===== config.mk =====
export PLATFORM = sky130hd
export DESIGN_NAME = hr2u_cfg_flat
export DESIGN_NICKNAME = d
export VERILOG_FILES = /design/src/design/hermitian_rank2_update_assert.svh /design/src/design/hr2u_pkg.sv /design/src/design/hr2u_cfg_if.sv /design/src/design/hr2u_cfg.sv /design/src/flat_wrapper.sv
export SDC_FILE = /design/constraint.sdc
export NUM_CORES = 1
export LEC_CHECK = 0
export BUFFER_PORTS_ARGS = -buffer_cell sky130_fd_sc_hd__buf_2
export CAP_MARGIN = 20
export CORE_MARGIN = 3
export CORE_UTILIZATION = 53
export CTS_CLUSTER_DIAMETER = 80
export DETAILED_ROUTE_END_ITERATION = 7
export GPL_TIMING_DRIVEN = 0
export PLACE_DENSITY = 0.85
export SLEW_MARGIN = 10
export SYNTH_ARGS = -nofsm -noshare
export SYNTH_HDL_FRONTEND = slang
export SYNTH_SLANG_ARGS = --single-unit

===== constraint.sdc =====
create_clock -name clk -period 1.2 [get_ports clk]
set_input_delay 0.18 -clock clk [delete_from_list [all_inputs] [get_ports clk]]
set_output_delay 0.18 -clock clk [all_outputs]
set_load 0.005 [all_outputs]

===== src/design/hermitian_rank2_update_assert.svh =====
// Assertion helpers shared by the hr2u modules.
// Both expect signals named clk and rst_n in the enclosing module.
`ifndef HERMITIAN_RANK2_UPDATE_ASSERT_SVH
`define HERMITIAN_RANK2_UPDATE_ASSERT_SVH

// Same-cycle implication.
`define HR2U_ASSERT_IMP(name, ante, cons) \
    name: assert property (@(posedge clk) disable iff (!rst_n) (ante) |-> (cons)) \
        else $error("hr2u: same-cycle check failed");

// Next-cycle implication.
`define HR2U_ASSERT_NXT(name, ante, cons) \
    name: assert property (@(posedge clk) disable iff (!rst_n) (ante) |=> (cons)) \
        else $error("hr2u: next-cycle check failed");

`endif


===== src/design/hr2u_pkg.sv =====
`timescale 1ns / 1ps

package hr2u_pkg;

    localparam int MAX_ORDER = 256;
    localparam int ADDR_W    = $clog2(MAX_ORDER);
    localparam int ORDER_W   = $clog2(MAX_ORDER + 1);
    localparam int IDX_W     = 8;
    localparam int DATA_W    = 32;
    localparam int FRAC_W    = 24;
    localparam int PROD_W    = 2 * DATA_W - FRAC_W;
    localparam int SUM_W     = PROD_W + 2;
    localparam int CFG_IDX_W = 8;

    // request kinds
    localparam logic REQ_LOAD   = 1'b0;
    localparam logic REQ_UPDATE = 1'b1;

    // configuration register indexes
    localparam logic [CFG_IDX_W-1:0] CFG_ALPHA_RE       = CFG_IDX_W'(0);
    localparam logic [CFG_IDX_W-1:0] CFG_ALPHA_IM       = CFG_IDX_W'(1);
    localparam logic [CFG_IDX_W-1:0] CFG_LOWER_TRIANGLE = CFG_IDX_W'(2);
    localparam logic [CFG_IDX_W-1:0] CFG_MATRIX_ORDER   = CFG_IDX_W'(3);

    typedef struct packed {
        logic signed [DATA_W-1:0] re;
        logic signed [DATA_W-1:0] im;
    } cplx_t;

    // one vector store entry: x and y at the same index
    typedef struct packed {
        cplx_t x;
        cplx_t y;
    } entry_t;

    typedef struct packed {
        cplx_t              alpha;
        logic               lower_triangle;
        logic [ORDER_W-1:0] matrix_order;
    } cfg_t;

    // sideband that travels with an update through the pipeline
    typedef struct packed {
        logic signed [DATA_W-1:0] a_re;
        logic signed [DATA_W-1:0] a_im;
        logic                     diag;
        logic                     upd;
    } side_t;

    typedef struct packed {
        side_t  side;
        entry_t col_ent;
        entry_t row_ent;
    } s1_t;

    // Q8.24 product, floor of the exact product / 2^FRAC_W
    function automatic logic signed [PROD_W-1:0] qmul(
        input logic signed [DATA_W-1:0] a,
        input logic signed [DATA_W-1:0] b
    );
        logic signed [2*DATA_W-1:0] p;
        p = a * b;
        return p[2*DATA_W-1:FRAC_W];
    endfunction

    // clamp to the signed DATA_W range
    function automatic logic signed [DATA_W-1:0] sat32(
        input logic signed [SUM_W-1:0] v
    );
        logic [SUM_W-DATA_W:0] hi;
        hi = v[SUM_W-1:DATA_W-1];
        if ((&hi) || (~|hi))
            return v[DATA_W-1:0];
        else if (v[SUM_W-1])
            return {1'b1, {(DATA_W-1){1'b0}}};
        else
            return {1'b0, {(DATA_W-1){1'b1}}};
    endfunction

endpackage


===== src/design/hr2u_cfg_if.sv =====
`timescale 1ns / 1ps

interface hr2u_cfg_if;
    import hr2u_pkg::*;

    logic                 valid;
    logic                 ready;
    logic [CFG_IDX_W-1:0] reg_index;
    logic [DATA_W-1:0]    wdata;

    modport source (
        output valid, reg_index, wdata,
        input  ready
    );

    modport sink (
        input  valid, reg_index, wdata,
        output ready
    );
endinterface


===== src/design/hr2u_cfg.sv =====
`timescale 1ns / 1ps

module hr2u_cfg (
    input  logic            clk,
    input  logic            rst_n,
    hr2u_cfg_if.sink        cfg,
    output hr2u_pkg::cfg_t  cfg_q
);
    import hr2u_pkg::*;

    logic signed [DATA_W-1:0] alpha_re_reg;
    logic signed [DATA_W-1:0] alpha_im_reg;
    logic                     lower_triangle_reg;
    logic [ORDER_W-1:0]       matrix_order_reg;
    logic                     wr_en;

    assign cfg.ready = 1'b1;
    assign wr_en     = cfg.valid && cfg.ready;

    always_ff @(posedge clk or negedge rst_n)
    begin
        if (!rst_n)
        begin
            alpha_re_reg       <= '0;
            alpha_im_reg       <= '0;
            lower_triangle_reg <= 1'b1;
            matrix_order_reg   <= '0;
        end
        else if (wr_en)
        begin
            case (cfg.reg_index)
                CFG_ALPHA_RE:       alpha_re_reg       <= cfg.wdata;
                CFG_ALPHA_IM:       alpha_im_reg       <= cfg.wdata;
                CFG_LOWER_TRIANGLE: lower_triangle_reg <= cfg.wdata[0];
                CFG_MATRIX_ORDER:   matrix_order_reg   <= cfg.wdata[ORDER_W-1:0];
                default:            ; // drop writes to unknown indexes
            endcase
        end
    end

    assign cfg_q.alpha.re       = alpha_re_reg;
    assign cfg_q.alpha.im       = alpha_im_reg;
    assign cfg_q.lower_triangle = lower_triangle_reg;
    assign cfg_q.matrix_order   = matrix_order_reg;

endmodule


===== src/flat_wrapper.sv =====
// flat-port wrapper written by rule: the top's interface ports become plain ports
module hr2u_cfg_flat import hr2u_pkg::*;
  (clk, rst_n, cfg_q, cfg_valid, cfg_reg_index, cfg_wdata, cfg_ready);
  hr2u_cfg_if cfg_i ();
  input  logic clk;
  input  logic rst_n;
  output hr2u_pkg::cfg_t cfg_q;
  input wire logic [$bits(cfg_i.valid)-1:0] cfg_valid;
  input wire logic [$bits(cfg_i.reg_index)-1:0] cfg_reg_index;
  input wire logic [$bits(cfg_i.wdata)-1:0] cfg_wdata;
  output wire logic [$bits(cfg_i.ready)-1:0] cfg_ready;
  assign cfg_i.valid = cfg_valid;
  assign cfg_i.reg_index = cfg_reg_index;
  assign cfg_i.wdata = cfg_wdata;
  assign cfg_ready = cfg_i.ready;
  hr2u_cfg u_core (.clk(clk), .rst_n(rst_n), .cfg(cfg_i), .cfg_q(cfg_q));
endmodule

==> summary.md <==
| Metric | Value |
|---|---|
| Outcome | complete, but fails checks |
| Violated checks | negative setup slack |
| Tightest Hold Check Type | in2reg |
| Longest individual stage delay on the worst path | 0.31 ns |
| Gp weighted congestion | 0.7176 |
| Count of boundary I/O pins | 118 |
| Gate Count Post-Synth | 165 |
| Horizontal die dimension | 83.10 um |
| Starting density of the core | 0.5584 |
| Power share of the sequential group | 0.542 |
| Launching element type of the critical path | input pin |
| Sequential fraction of the synthesis area | 0.5882 |
| YS warnings | 0 |
| Congestion Overflow GR | 0 |
| Setup repair after global routing missed its margin | true |
| Mapped cell area | 3151 sq um |
| Most common cell after layout, fill and taps aside | sky130_fd_sc_hd__buf_2 |
| Time the final worst path needs with I/O delays and setup | 1.213 ns |
| Maximum clock rate | 824.2 MHz |
| Via count of the first global-routing pass | 2,035 |
| Antenna Nets Post-Route | 0 |
| Critical-path top delay cell | sky130_fd_sc_hd__mux2_4 |
| Arr. time, crit path | 1.43 ns |
| CTS Root Cell | sky130_fd_sc_hd__clkbuf_8 |
| Syn Nets | 208 |
| Cell internal power dissipation | 3.829 mW |
| Worst reg2reg setup slack | 0.41 ns |
| Seq cells post-synth | 74 |
| Post-route worst setup slack | -0.01324 ns |
| CTS buffer count | 9 |
| Critical register-to-register path endpoint | u_core.alpha_re_reg[25] |
| Clock-pin transition on the worst setup and hold timing paths | 0.08 ns |
| Setup-violating endpoint count in the final report | 13 |
| R2r worst-path depth | 1 |
| Switch share | 0.2250 |
| HPWL after DPL | 4.759 mm |
| Max Cap Viol | 0 |
| Start-to-end type of the worst setup path | in2reg |
| Standby leakage power | 2.284 nW |
| Post-Route Skew | 0 ns |
| Endpoint class of the critical path | register |
| Final core area utilization | 0.7274 |
| Worst slack at placement | -0.4508 ns |
| Cell repeated most along the worst path | sky130_fd_sc_hd__buf_6 |
| Part of the cycle the worst path needs | 1.011 |
| Largest net degree at the start of global routing | 68 |
| Post-detailed-route via-to-cell ratio | 4.944 |
| Post-route standard cell area excluding fillers | 4104 sq um |
| Final WL | 6.526 mm |
| Biggest fanout along the worst timing path | 10 |
| # H-tree levels | 3 |
| Antenna Cells | 0 |
| Critical path launch point | cfg_reg_index[2] |
| Startpoint of the lowest-slack register-to-register path | u_core.alpha_re_reg[25] |
| Antenna violations before repair | 0 |
| Final slew viol count | 0 |
| Via total after detailed routing | 1,844 |
| GRT Util Overall | 0.2023 |
| Worst path cell trace | buf_6 -> nor4b_4 -> and4bb_1 -> buf_6 -> buf_12 -> mux2_4 |
| Die Span Y | 83.10 um |
| Maximum clock path buffer count | 2 |
| Count of buffers inserted at the top-level ports | 116 |
| Wire length of the first global-routing pass | 10.91 mm |
| Wire length per cell | 17.50 um |
| Floorplan row count | 27 |
| Placeable core region | 5642 sq um |
| Clk Latency, worst-skew pair | 0.33 ns |
| Die ar. | 6906 sq um |
| P per Cell Area | 1204 nW/um^2 |
| Portion of total power attributed to combinational logic | 0.101 |
| Synthesized area per cell | 19.09 sq um |
| Detailed Route Iter0 Violations | 29 |
| TritonCTS clock tree | built |
| Clock power frac | 0.356 |
| Area after DPL | 3851 sq um |
| Detailed-routing iteration count for the pre-antenna-repair pass | 4 |
| Net switching component of the power | 1.112 mW |
| Hold WS | 0.08465 ns |
| Capturing instance or port of the critical path | u_core.alpha_re_reg[25] |
| Number of sinks on the clock net | 74 |
| Area grow syn2layout | 30.26% |
| Leading cell types in the layout, fill and taps excluded | sky130_fd_sc_hd__buf_2 (112), sky130_fd_sc_hd__dfrtp_1 (73), sky130_fd_sc_hd__mux2_4 (62) |
| Worst IR Drop VDD | 795.8 uV |
| Yosys cell types | 14 |
| Number of endpoints with negative hold slack in the final report | 0 |
| Share of final-layout standard cells stronger than drive strength 1 | 0.7342 |
| # nets final | 339 |
| DRC violations left | 0 |
| Worst endpoint required time | 1.42 ns |
cell families (layout without fill, tap and decap cells):
group	after synthesis	in the layout	share of synthesized area
multiplexers	74	74	0.3360
flip-flops	74	74	0.5882
buffers and inverters	10	146	0.05004
AND/OR/NAND/NOR	6	6	0.02462
other	1	1	0.001190
how the worst min path moves through the flow:
stage                       start                       to  slack [ns]  cells past startpoint
detailed placement          rst_n  u_core.alpha_re_reg[26]        0.02                      1
global route        cfg_wdata[11]  u_core.alpha_im_reg[11]        0.06                      2
floorplan                   rst_n   u_core.alpha_im_reg[0]       -0.12                      0
finish              cfg_wdata[30]  u_core.alpha_re_reg[30]        0.08                      2
CTS                 cfg_wdata[30]  u_core.alpha_re_reg[30]        0.07                      2
global placement    cfg_wdata[23]  u_core.alpha_im_reg[23]        0.42                      2
power by group through the flow:
stage	registers, mW	clock network (mW)	logic [mW]
finish	2.68	1.76	0.500
global route	2.69	1.92	0.546
CTS	2.68	1.80	0.505
detailed placement	2.72	0	0.496
global placement	2.72	0	0.462
floorplan	2.73	0	0.178
cell type report:
cell class / instances / area, sq um
fillers: 375 / 1538
repair buffers: 121 / 665.6
clock buffers: 14 / 172.7
well taps: 72 / 90.09
clock inverters: 2 / 10.01
multi-input cells: 81 / 1162
flip-flops and latches: 74 / 1853
plain buffers: 9 / 150.1
synth_stat cells (all sizes together):
| library cell | instances | area (sq um) |
|---|---|---|
| and4b | 1 | 10.01 |
| conb | 1 | 3.750 |
| buf | 10 | 157.7 |
| mux2 | 74 | 1059 |
| nor3 | 1 | 10.01 |
| nand4 | 1 | 12.51 |
| dfstp | 1 | 26.28 |
| nand4b | 1 | 8.760 |
| dfrtp | 73 | 1827 |
| and4bb | 1 | 12.51 |
| nor4b | 1 | 23.77 |
worst max-delay path: cells and delay by family:
family                 cells  cell delay [ns]
AND/OR/NAND/NOR            2             0.54
buffers and inverters      3             0.38
multiplexers               1             0.31
repair_timing:
item / CTS / global route
buffers inserted: 3 / 0
resized for setup: 3 / 5
pin swaps: 2 / 1
setup endpoints to repair: 61 / 73
hold buffers: 1 / 0
hold endpoints to repair: 73 / 0
per-layer routing:
layer | up-vias | track usage | share of wire
met3 | 8 | 0.04762 | 0.056
met2 | 66 | 0.3338 | 0.51
met5 | - | 0 | 0
met4 | 0 | 0.09212 | 0.013
li1 | 847 | - | -
met1 | 923 | 0.2528 | 0.42
per-stage QoR:
| stage | TNS [ns] | total power [mW] | std cells |
|---|---|---|---|
| 3_3_place_gp | -59.51 | 3.180 | 353 |
| 5_1_grt | -3.059 | 5.164 | 373 |
| 4_1_cts | -0.006468 | 4.987 | 373 |
| 6_report | -0.04822 | 4.941 | 373 |
| 2_1_floorplan | -13.59 | 2.908 | 165 |
| 3_5_place_dp | -30.06 | 3.218 | 354 |
Power figures use the tool's default switching activity.
